`src/sv/salc_ram.sv`:
```
// ----------------------------------------------------------------------------
// salc_ram
// Generic simple dual-port RAM: one write port, one read port, registered read.
// ----------------------------------------------------------------------------
module salc_ram #(
  parameter int WIDTH = 8,
  parameter int DEPTH = 16
) (
  input  logic                     clk,
  input  logic                     we,
  input  logic [$clog2(DEPTH)-1:0] waddr,
  input  logic [WIDTH-1:0]         wdata,
  input  logic                     re,
  input  logic [$clog2(DEPTH)-1:0] raddr,
  output logic [WIDTH-1:0]         rdata
);

  logic [WIDTH-1:0] mem [DEPTH];

  // write port
  always_ff @(posedge clk) begin
    if (we) begin
      mem[waddr] <= wdata;
    end
  end

  // registered read, held while not enabled
  always_ff @(posedge clk) begin
    if (re) begin
      rdata <= mem[raddr];
    end
  end

endmodule

```
`config.mk`:
```
export PLATFORM = sky130hd
export DESIGN_NAME = salc_ram
export DESIGN_NICKNAME = d
export VERILOG_FILES = /design/src/sv/salc_ram.sv
export SDC_FILE = /design/constraint.sdc
export NUM_CORES = 1
export LEC_CHECK = 0
export BUFFER_PORTS_ARGS = -buffer_cell sky130_fd_sc_hd__buf_4
export CORE_UTILIZATION = 35
export CTS_BUF_LIST = sky130_fd_sc_hd__clkbuf_8
export CTS_CLUSTER_DIAMETER = 80
export CTS_CLUSTER_SIZE = 28
export DETAILED_ROUTE_END_ITERATION = 10
export HOLD_SLACK_MARGIN = 0.02
export MAX_ROUTING_LAYER = met4
export PLACE_DENSITY = 0.5
export SKIP_CTS_REPAIR_TIMING = 1
export SYNTH_ARGS = -nofsm -noshare
export SYNTH_HDL_FRONTEND = slang
export SYNTH_SLANG_ARGS = --single-unit
```
`constraint.sdc`:
```
create_clock -name clk -period 3.2 [get_ports clk]
set_input_delay 0.16 -clock clk [delete_from_list [all_inputs] [get_ports clk]]
set_output_delay 0.16 -clock clk [all_outputs]
set_load 0.02 [all_outputs]
```
-- After elaboration in Yosys (flattened, before gate mapping)
Memories as Yosys holds them, arrays and structs flattened. A register that Yosys moved wholly into a read port is not among the register bits.
Cells that the tools add are included.
- output and inout port bits: 8
- logic and storage cells: 3
- memory bits (writable): 128
- flip-flop bits (word level): 0
- memories: 1
- input bits: 19
- memories (memory ; words ; width ; read ports ; clocked after memory_dff ; write ports ; line ; RTL):
    mem ; 16 ; 8 ; 1 ; 1 ; 1 ; 18 ; logic [WIDTH-1:0] mem [DEPTH];
- muxes and demuxes: 2
- operator list (cell ; number):
    1-bit two-way mux ; 2

-- Depth between registers and ports, before layout
- word-level depth: 2
- depth in mapped cells: 5
- depth with buffers taken out: 3

-- Least setup slack after synthesis
No wires, ideal clock.
- kind: input to register
- start: in waddr[2]
- end: mem mem[0][0] (enable)
- data required time: 2.817 ns
- setup time: 0.383 ns
- slack: 1.547 ns
- cell stages on the path: 2
- buffers on the path: 0
- arrival: 1.270 ns
- cells stage by stage: or3b_2 nor3_1
- RTL lines (what ; line ; RTL):
    start, declared ; 11 ; input logic [$clog2(DEPTH)-1:0] waddr,
    end, declared ; 18 ;
Straight into the memory's write port.

==> flow_summary.json <==
{
  "status": "complete, no violations",
  "synthXorXnorAreaFrac": 0,
  "h-tree-depth": 4,
  "vias_per_cell": 5.208,
  "route.detailed.drc": 0,
  "rsz0062_at_grt": "no",
  "dieArea_mm2": 0.01543,
  "yosysWarnings": 0,
  "clock-sinks": 136,
  "drv_slew": 0,
  "die_w_um": 124.2,
  "synthAdderAreaFrac": 0,
  "hold_viol_final": 0,
  "grt_pass1_vias": 2583,
  "power_mw": 3.437,
  "via_count": 2406,
  "area_growth_pct": 13.43,
  "r2r_start": "mem[1][1]",
  "diodes": 0,
  "drtAntennaViolNets": 0,
  "worstRegToRegCells": 3,
  "row_count": 44,
  "synth_top_cell_by_area": "edfxtp_1",
  "hpwl_um": 6542,
  "gp_congestion": 0.6994,
  "hold_depth": 1,
  "pin_count": 27,
  "clock_latency_ps": 420,
  "path_cells": "buf_4 > mux4_1 > a22oi_1 > nand2_1",
  "grtUsageTotal": 0.1503,
  "finalCritPeriodShare": 0.4845,
  "r2r_end": "rdata[1]",
  "syn_area_mm2": 0.005228,
  "setup_tns_ps": 0,
  "hold_start": "wdata[5]",
  "grt_max_degree": 33,
  "crit_fanout": 32,
  "final_util": 0.4080,
  "synthCells": 229,
  "setup_viol": 0,
  "synth_cell_types": 18,
  "synth_compound_area_frac": 0.02298,
  "firstDrtPassIters": 4,
  "r2r_slack_ps": 1680,
  "required_ps": 3370,
  "synthSimpleGateAreaFrac": 0.03135,
  "tightest_slew_ps": 919.2,
  "synth_top_area_frac": 0.7812,
  "placed_cells": 432,
  "fin_nets": 286,
  "slew-limit-headroom": 0.3850,
  "vdd_drop_max_mv": 0.2757,
  "numPortBuffers": 26,
  "end_kind": "register",
  "drtIter0Drc": 178,
  "overflow": 0,
  "synth_top_family_by_area": "multiplexers",
  "coreArea_mm2": 0.01453,
  "start_util": 0.3597,
  "routed_wl_um": 10410,
  "ys_ff_latch": 136,
  "antenna_found_initial": 0,
  "critPathMaxStageDelay_ps": 630,
  "synthMuxAreaShare": 0.1479,
  "syn_area_per_cell_um2": 22.83,
  "cp_slowest_cell": "mux4_1",
  "final_cells": 462,
  "yosysSeqAreaShare": 0.7812,
  "crit_type": "input port to register",
  "clock_path_buffers": 2,
  "clk_pin_slew_ps": 70,
  "clock_skew_ps": 8.665,
  "powerDensity_mw_per_mm2": 579.6,
  "max_clock_freq_mhz": 645.0,
  "synth_fp_nets": 248,
  "arrival_ps": 1720,
  "p_leak_nw": 1.939,
  "wire_per_inst_um": 22.54,
  "hp-class": "input port to register",
  "cp-start-kind": "input port",
  "fin_crit_ps": 1550,
  "holdPathEnd": "mem[4][5]",
  "drive_gt1_frac": 0.2446,
  "whs_ps": 53.47,
  "cts_buffers": 17,
  "cts-root-buf": "clkbuf_8",
  "fp.dieH_um": 124.2,
  "cts_tree": "yes",
  "grt_pass1_wl_um": 15820,
  "drv_cap": 0,
  "ys_top_cells_by_area": "edfxtp_1 78%, mux4_2 7.8%, mux4_1 7.0%"
}
[cell type report]
cell class              count  area [um^2]
well taps                 184        230.2
clock inverters            13        101.3
repair buffers             29        217.7
clock buffers              17        234.0
fillers                  1311         8605
flip-flops and latches    136         4084
multi-input cells          83         1062
[cells in the mapped netlist]
library cell and instances:
mux4_1 14, mux4_2 18, nor3_1 4, nor2b_1 1
and2b_1 1, or3b_2 1, edfxtp_1 136, buf_6 3
buf_4 1, nor2_1 13, a22oi_1 16, nand3b_1 2
nand2b_1 2, buf_2 3, and2_1 1, clkdlybuf4s25_2 3
nand2_1 9, nand3_1 1
[cell families (layout without fill, tap and decap cells)]
family | after synthesis | count (layout)
AO/OA/AOI/OAI | 16 | 16
buffers and inverters | 10 | 59
flip-flops | 136 | 136
multiplexers | 32 | 32
AND/OR/NAND/NOR | 35 | 35
[power by group]
group	switching [mW]	internal, mW	total [mW]
Sequential	0.0114	2.01	2.02
Clock	0.571	0.652	1.22
Combinational	0.115	0.0809	0.196
[worst max-delay path, delay by kind of cell]
kind            cells  cell delay [ps]
compound gates      1              340
buf+inv             1              470
mux                 1              630
simple gates        1               80
[sequential cells by signal, indices dropped and copies added (netlist names)]
register	cells
mem	128
rdata	8
[metrics by stage]
step	cell area [um^2]	worst slack [ps]
2_1_floorplan	5228	1547
3_3_place_gp	5594	1143
3_5_place_dp	5594	1164
4_1_cts	5929	1637
5_1_grt	5929	1596
6_report	5929	1650
[worst max path at each step]
stage	from	endpoint	slack, ps	depth (start not counted)
floorplan	waddr[2]	mem[0][0]	1550	2
global placement	raddr[0]	rdata[1]	1140	4
detailed placement	raddr[0]	rdata[1]	1160	4
CTS	raddr[0]	rdata[1]	1640	4
global route	raddr[0]	rdata[1]	1600	4
finish	raddr[0]	rdata[1]	1650	4
[per-layer routing]
metal | up-vias | routed length, um | global-route usage
li1 | 1054 | - | -
met1 | 1283 | 4883 | 0.1895
met2 | 58 | 4993 | 0.2223
met3 | 11 | 350 | 0.04784
met4 | 0 | 186 | 0.06662
met5 | - | 0 | -
[placed cells by master (no fill, tap or decap), types with 3 or more instances in the layout]
cell	n
nor3_1	3
nor2_1	13
a22oi_1	16
mux4_1	14
clkinv_1	5
clkbuf_8	17
inv_1	6
nand2_1	9
mux4_2	18
buf_4	29
edfxtp_1	136
(Power assumes the default switching activity.)
