$ cat src/sv/salc_pkg.sv
// ----------------------------------------------------------------------------
// salc_pkg
// Shared types and constants of the set-associative LRU tag lookup core.
// ----------------------------------------------------------------------------
package salc_pkg;

  localparam int ADDR_W      = 32;
  localparam int TAG_W       = 30;
  localparam int OUT_CNT_W   = 32;
  localparam int SET_OUT_W   = 8;
  localparam int CFG_IDX_W   = 2;
  localparam int CFG_DATA_W  = 4;
  localparam int IB_W        = 4;
  localparam int BW_W        = 3;
  localparam int WAYS_CFG_W  = 4;
  localparam int MAX_BLK_LOG2 = 4;
  localparam int BYTE_OFS_W  = 2;

  // Register indexes of the configuration port
  localparam logic [CFG_IDX_W-1:0] REG_INDEX_BITS  = 2'd0;
  localparam logic [CFG_IDX_W-1:0] REG_BLOCK_LOG2  = 2'd1;
  localparam logic [CFG_IDX_W-1:0] REG_WAYS_IN_USE = 2'd2;

  // Register reset values
  localparam logic [IB_W-1:0]       RST_INDEX_BITS  = 4'd4;
  localparam logic [BW_W-1:0]       RST_BLOCK_LOG2  = 3'd0;
  localparam logic [WAYS_CFG_W-1:0] RST_WAYS_IN_USE = 4'd1;

  typedef enum logic [1:0] {
    ST_CLEAR,
    ST_IDLE,
    ST_LOOKUP
  } salc_state_t;

endpackage

$ cat src/sv/salc_set_update.sv
// ----------------------------------------------------------------------------
// salc_set_update
// Tag compare over one set row and the LRU reorder of that row.
// ----------------------------------------------------------------------------
module salc_set_update
  import salc_pkg::*;
#(
  parameter int MAX_WAYS = 8,
  parameter int WAYS_W   = 4
) (
  input  logic [WAYS_W-1:0]               ways,
  input  logic [TAG_W-1:0]                tag,
  input  logic [MAX_WAYS-1:0][TAG_W-1:0]  row_tags,
  input  logic [MAX_WAYS-1:0]             row_valid,
  output logic                            hit,
  output logic [MAX_WAYS-1:0][TAG_W-1:0]  new_tags,
  output logic [MAX_WAYS-1:0]             new_valid
);

  localparam int POS_W = (MAX_WAYS > 1) ? $clog2(MAX_WAYS) : 1;

  logic [MAX_WAYS-1:0] hit_vec;
  logic [POS_W-1:0]    pos;
  logic [WAYS_W-1:0]   shift_from;

  // compare every way in use, gated by its valid bit
  always_comb begin
    for (int i = 0; i < MAX_WAYS; i++) begin
      hit_vec[i] = row_valid[i] && (row_tags[i] == tag) && (WAYS_W'(i) < ways);
    end
  end

  // pick the lowest matching position
  always_comb begin
    hit = 1'b0;
    pos = '0;
    for (int i = MAX_WAYS - 1; i >= 0; i--) begin
      if (hit_vec[i]) begin
        hit = 1'b1;
        pos = POS_W'(i);
      end
    end
  end

  // a miss drops the LRU position, so it shifts from the bottom
  assign shift_from = hit ? WAYS_W'(pos) : '0;

  // shift the entries above the vacated position down, new MRU on top
  for (genvar g = 0; g < MAX_WAYS; g++) begin : g_way
    logic in_use;
    logic is_top;
    assign in_use = WAYS_W'(g) < ways;
    assign is_top = WAYS_W'(g + 1) == ways;

    if (g < MAX_WAYS - 1) begin : g_shift
      logic do_shift;
      assign do_shift = in_use && !is_top && (WAYS_W'(g) >= shift_from);
      always_comb begin
        if (is_top) begin
          new_tags[g]  = tag;
          new_valid[g] = 1'b1;
        end else if (do_shift) begin
          new_tags[g]  = row_tags[g+1];
          new_valid[g] = row_valid[g+1];
        end else begin
          new_tags[g]  = row_tags[g];
          new_valid[g] = row_valid[g];
        end
      end
    end else begin : g_last
      always_comb begin
        if (is_top) begin
          new_tags[g]  = tag;
          new_valid[g] = 1'b1;
        end else begin
          new_tags[g]  = row_tags[g];
          new_valid[g] = row_valid[g];
        end
      end
    end
  end

endmodule

$ cat config.mk
export PLATFORM = sky130hd
export DESIGN_NAME = salc_set_update
export DESIGN_NICKNAME = d
export VERILOG_FILES = /design/src/sv/salc_pkg.sv /design/src/sv/salc_set_update.sv
export SDC_FILE = /design/constraint.sdc
export NUM_CORES = 1
export LEC_CHECK = 0
export BUFFER_PORTS_ARGS = -buffer_cell sky130_fd_sc_hd__buf_2
export CORE_AREA = 4 4 204 206
export DETAILED_ROUTE_END_ITERATION = 10
export DIE_AREA = 0 0 208 210
export GPL_TIMING_DRIVEN = 0
export PLACE_DENSITY = 0.54
export SYNTH_ARGS = -nofsm -noshare
export SYNTH_HDL_FRONTEND = slang
export SYNTH_SLANG_ARGS = --single-unit
$ cat constraint.sdc
create_clock -name vclk -period 6
set_input_delay 1.2 -clock vclk [all_inputs]
set_output_delay 1.2 -clock vclk [all_outputs]
set_load 0.02 [all_outputs]
Yosys cells after proc, flatten, opt, wreduce, memory -nomap -nowiden
Index checks and enable logic that the tools add are counted.

Register bits after elaboration: 0. Input port bits: 282. Word-level logic and storage cells: 115.

Magnitude comparators: 15. Eq/ne operators: 16. Muxes and demuxes: 47. Reduce and logical (&&, ||, !) cells: 37.

Operators with widths (count): two-way mux 30 bit (15); == test 30 bit (8); logical AND 1 bit (30); two-way mux 3 bit (9); two-way mux 1 bit (23); == test 3 x 4 -> 1 bit, first input constant (4); < comparator 3 x 4 -> 1 bit, first input constant (4); >= comparator 3 bit, first input constant (3); == test 2 x 4 -> 1 bit, first input constant (2); < comparator 1 x 4 -> 1 bit, first input constant (2); < comparator 2 x 4 -> 1 bit, first input constant (2); zero test 1 bit (7); >= comparator 1 x 3 -> 1 bit, first input constant (2); >= comparator 2 x 3 -> 1 bit, first input constant (2); == test 1 x 4 -> 1 bit, first input constant (1); == test 4 bit, first input constant (1).

Logic depth before layout (Yosys ltp)
Gate-level depths: netlist (run 1).

Depth after elaboration: 16. Depth in mapped cells: 13. Depth with buffers taken out: 8.

Worst setup path after synthesis (run 1)
Ideal clock, no wire load.

Path kind: in2out. Start: in tag[15]. End: out new_tags[0] (netlist bit). Arrival: 3874 ps. Slack: 926 ps. Cell stages on the path: 11. Path buffers: 3. Cell sequence: buf_2 xor2_1 or4_1 or4_1 o22ai_1 nor4_1 o21a_1 and2_1 clkbuf_1 clkbuf_1 o211ai_1.

RTL lines: from (decl) (RTL line salc_set_update.sv:12) `input logic [TAG_W-1:0] tag,`; to (decl) (RTL line salc_set_update.sv:16) `output logic [MAX_WAYS-1:0][TAG_W-1:0] new_tags,`.

==> results.cfg, run 1 <==
[floorplan]
die_h_um = 210
core_area_um2 = 39600
die_w_um = 208
die-area_um2 = 43700
start_util_pct = 21.7
rows = 73
io_pins = 531

[routing]
finalWirelength_mm = 73.9
wl_per_cell_um = 32.8
antenna_left = 0
firstDrtPassIters = 5
drt_iter0_markers = 1358
viasPerCell = 5.69
drc = 0
vias = 12800

[cells_and_area]
nets = 2012
clkbuf_count = 0
diodes = 0
drive_gt1_share_pct = 37.8
seqCellArea_um2 = 0
syn_to_final_growth_pct = 38.5
design.seq.count = 0

[placed_design]
place.gp.congestion = 1.04
port_buffers = 501
pre_cts_slack_ns = -0.699
dpl.hpwl_mm = 64.5

[timing]
hold_ws_ns = 2.78
period_minus_slack_ns = 6.04
worst_pin_slew_ns = 1.17
layout_setup_ws_ns = -0.0376
drv_slew = 0
finalSetupViolations = 9
fmax_mhz = 166
fin_crit_sh_pct = 101
max-slew-margin-rel_pct = 21.2
hold_viol = 0

[critical_path]
worstPathRequired_ns = 4.80
cp-end-kind = primary output
critPathKind = in2out
arrival_ns = 4.84
cp-start-kind = input pin
worstPathMaxFanout = 10

[synthesis]
yosysWarnings = 0
syn-num-nets = 1510
yosysSeqAreaShare_pct = 0
synthCells = 1228
synth_top_area_share_pct = 12.8
yosys-top-cells-area = xor2_1 13%, xnor2_1 12%, a221o_1 7.1%
synth_top_cell_by_area = xor2_1
syn_avg_cell_area_um2 = 7.00
synth_cell_types = 60
syn_area_um2 = 8590

[pwr]
leakage_nw = 5.56
pwr_density_cell_nw_per_um2 = 113
ir_worst_vdd_mv = 0.0470

[grt]
grt_pass1_vias = 12700
grt_max_degree = 17
grt_pass1_wl_mm = 101
grt_remaining_overflow = 0
grt_antenna_before_repair = 0
track_usage_pct = 31.2

[clocking]
cts_hold_buf = 0

[min_path]
min_path_type = in2out
holdPathStages = 3

[job]
maxCapViolCount = 0

[status]
violations = negative setup slack
status = finished, violations left
## worst max-delay path, stage by stage
cell       delay [ns]
buf_2            0.19
xnor2_1          0.61
and4_1           0.29
nand4_1          0.21
or4_4            0.53
a2111oi_4        0.38
o2111ai_2        0.24
a21oi_1          0.44
buf_2            0.34
a221o_1          0.22
buf_2            0.17
## report_power, final
group	total (mW)	internal [mW]	leakage, nW	switching, mW
Combinational	1.34	0.432	5.56	0.910
Sequential	0	0	0	0
Clock	0	0	0	0
## metal layers
layer	vias to the layer above	part of all wire [%]	GRT usage, %
li1	5596	-	-
met3	70	8.1	5.45
met1	6417	46	44.5
met2	742	45	50.5
met4	0	1.8	4.53
met5	-	0	0
## stage by stage
step | setup TNS (ns) | instance area [µm²] | power [mW] | utilization (%) | cells
after global placement | -74.92 | 11800 | 1.30 | 29.7 | 2254
after detailed placement | -62.64 | 11800 | 1.29 | 29.7 | 2254
after global routing | -0.00968 | 11900 | 1.39 | 30.0 | 2253
after floorplan | 0 | 8590 | 0.695 | - | 1228
final | -0.130 | 11900 | 1.34 | 30.0 | 2253
after CTS | 0 | 11800 | 1.30 | 29.8 | 2252
## final cells by class
type | count | area [µm²]
Timing Repair Buffer | 502 | 2510
Inverter | 6 | 22.5
Fill cell | 4569 | 27700
Tap cell | 525 | 657
Buffer | 137 | 693
Multi-Input combinational cell | 1083 | 8010
## synthesized netlist by cell type, types with 3 or more instances
library cell and count:
nand2_1 131, buf_1 7, nor4b_1 3, a21oi_1 7, nand4b_1 9, xor2_1 126
and2_1 60, a21o_1 58, nand4_1 57, buf_6 7, or4_1 18, nand2b_1 6
and4_1 7, clkbuf_1 56, a22o_1 58, nor2b_1 3, and3_1 3, buf_2 66
nor4_1 56, a2111oi_0 3, nand3_1 37, buf_4 3, xnor2_1 115, nor3_1 13
o21ai_0 63, mux2_2 30, inv_1 6, mux2i_1 61, nor2_1 26, a211o_1 3
a221o_1 61, or2_2 6, o211ai_1 31
## cells in the final DEF (no fill, tap or decap), types with 37 or more instances in the layout
cell type | netlist | routed
o21ai_0 | 63 | 63
mux2i_1 | 61 | 61
buf_2 | 66 | 566
xor2_1 | 126 | 126
clkbuf_1 | 56 | 44
nand4_1 | 57 | 57
a21o_1 | 58 | 58
nand3_1 | 37 | 37
a221o_1 | 61 | 61
and2_1 | 60 | 60
nor4_1 | 56 | 53
nand2_1 | 131 | 131
a22o_1 | 58 | 58
xnor2_1 | 115 | 112
## path summary, 6_finish.rpt
path | end | startpoint
setup / recovery | new_tags[189] | tag[24]
hold / removal | new_valid[7] | row_valid[7]
## kinds of logic after synthesis
logic type             after synthesis  share of synthesized area (%)
multiplexers                        91                           11.0
XOR/XNOR                           241                           24.6
buffers and inverters              145                           8.04
AND/OR/NAND/NOR                    444                           28.4
AO/OA/AOI/OAI                      307                           27.9
## what timing repair did
item | in CTS | in global routing
gates resized for setup | 21 | 25
buffers inserted | 0 | 1
setup endpoints to repair | 179 | 134
pin swaps | 0 | 1
No activity file was read; power rests on OpenSTA's default activity.
==> run 2, diff against run 1 <==
--- a/config.mk
+++ b/config.mk
@@ -11,6 +11,7 @@
 export DIE_AREA = 0 0 208 210
 export GPL_TIMING_DRIVEN = 0
 export PLACE_DENSITY = 0.54
+export REMOVE_ABC_BUFFERS = 1
 export SYNTH_ARGS = -nofsm -noshare
 export SYNTH_HDL_FRONTEND = slang
 export SYNTH_SLANG_ARGS = --single-unit
==> run 2 against run 1 <==
Against the previous run:
- the run now ends clean
- first-iteration DRC count is 18% lower
- core utilization is 0.39 points higher
- cell area is 1.3% higher
- via count is 4.6% lower
==> results.cfg, run 2 (synthesized netlist as in run 1, its figures left out) <==
[grt]
grt_pass1_wl_mm = 89.9
grt_pass1_vias = 12500
track_usage_pct = 27.3
grt_antenna_before_repair = 1
grt_remaining_overflow = 0
grt_max_degree = 39

[timing]
finalSetupViolations = 0
fmax_mhz = 171
layout_setup_ws_ns = 0.138
worst_pin_slew_ns = 0.963
fin_crit_sh_pct = 97.7
drv_slew = 0
period_minus_slack_ns = 5.86
max-slew-margin-rel_pct = 35.8
hold_viol = 0

[critical_path]
cp-end-kind = primary output
worstPathMaxFanout = 31
worstPathRequired_ns = 4.80
critPathKind = in2out
cp-start-kind = input pin
arrival_ns = 4.66

[cells_and_area]
utilization_pct = 30.4
drive_gt1_share_pct = 38.7
layout_common_cells = 516 x buf_2, 131 x nand2_1, 126 x xor2_1
nets = 1946
fin_area_um2 = 12100
final_common_cell = buf_2
seqCellArea_um2 = 0
clkbuf_count = 0
syn_to_final_growth_pct = 40.3
design.seq.count = 0

[routing]
firstDrtPassIters = 5
antenna_left = 0
viasPerCell = 5.59
wl_per_cell_um = 29.6
vias = 12200
finalWirelength_mm = 64.9
drt_iter0_markers = 1118
drc = 0

[min_path]
min_path_type = in2out

[clocking]
cts_hold_buf = 0

[placed_design]
port_buffers = 531
place.gp.congestion = 0.942
pre_cts_slack_ns = -1.92
dpl.hpwl_mm = 51.9
placed_area_um2 = 11600

[floorplan]
rows = 73
die_w_um = 208
start_util_pct = 21.7
die-area_um2 = 43700
die_h_um = 210
io_pins = 531
core_area_um2 = 39600

[job]
maxCapViolCount = 0

[status]
status = finished clean
-- run 2: changes by cell type in the layout (fill, tap and decap cells not counted), moves of 6 or more --
cell      change
nor2_1        -7
clkbuf_2     -12
buf_4        +22
buf_2        -50
clkbuf_1     -44
buf_12        +9
nor2_4        +6
-- run 2: final timing paths --
kind    startpoint            end  cells after the start
min   row_valid[7]   new_valid[7]                      3
max        tag[20]  new_tags[184]                     11
-- run 2: metal layers --
metal / vias to the layer above / share of wire [%] / GRT usage, %
li1: 5460 / - / -
met1: 5905 / 39 / 33.6
met2: 760 / 50 / 49.5
met3: 105 / 7.5 / 3.91
met4: 0 / 3.5 / 8.11
met5: - / 0 / 0
-- run 2: layout make-up --
cell class,count,area [µm²]
multi-input cells,1088,8140
diodes,1,2.50
inverters,6,22.5
fillers,4449,27600
well taps,525,657
repair buffers,568,3230
-- run 2: worst max-delay path, cell delays in order --
cell	delay (ns)
buf_2	0.53
xor2_1	0.26
nor4_1	0.07
nand4_1	0.26
nor4_4	0.10
buf_4	0.16
nor4_4	0.60
o2111ai_2	0.43
and2_4	0.42
a221o_1	0.42
buf_2	0.17
-- run 2: metrics by stage --
stage	std cells	TNS, ns	hold slack [ns]
global placement	2145	-709.92	2.75
finish	2188	0	2.76
global route	2187	-0.00641	2.77
floorplan	1089	-131.58	2.54
detailed placement	2162	-135.13	2.75
CTS	2180	0	2.75
-- run 2: timing repair --
item                                    CTS  global route
cloned                                    4             1
endpoints found under the setup margin  203           132
gates resized for setup                  24             9
pin swaps                                11             4
buffers inserted                         14             6
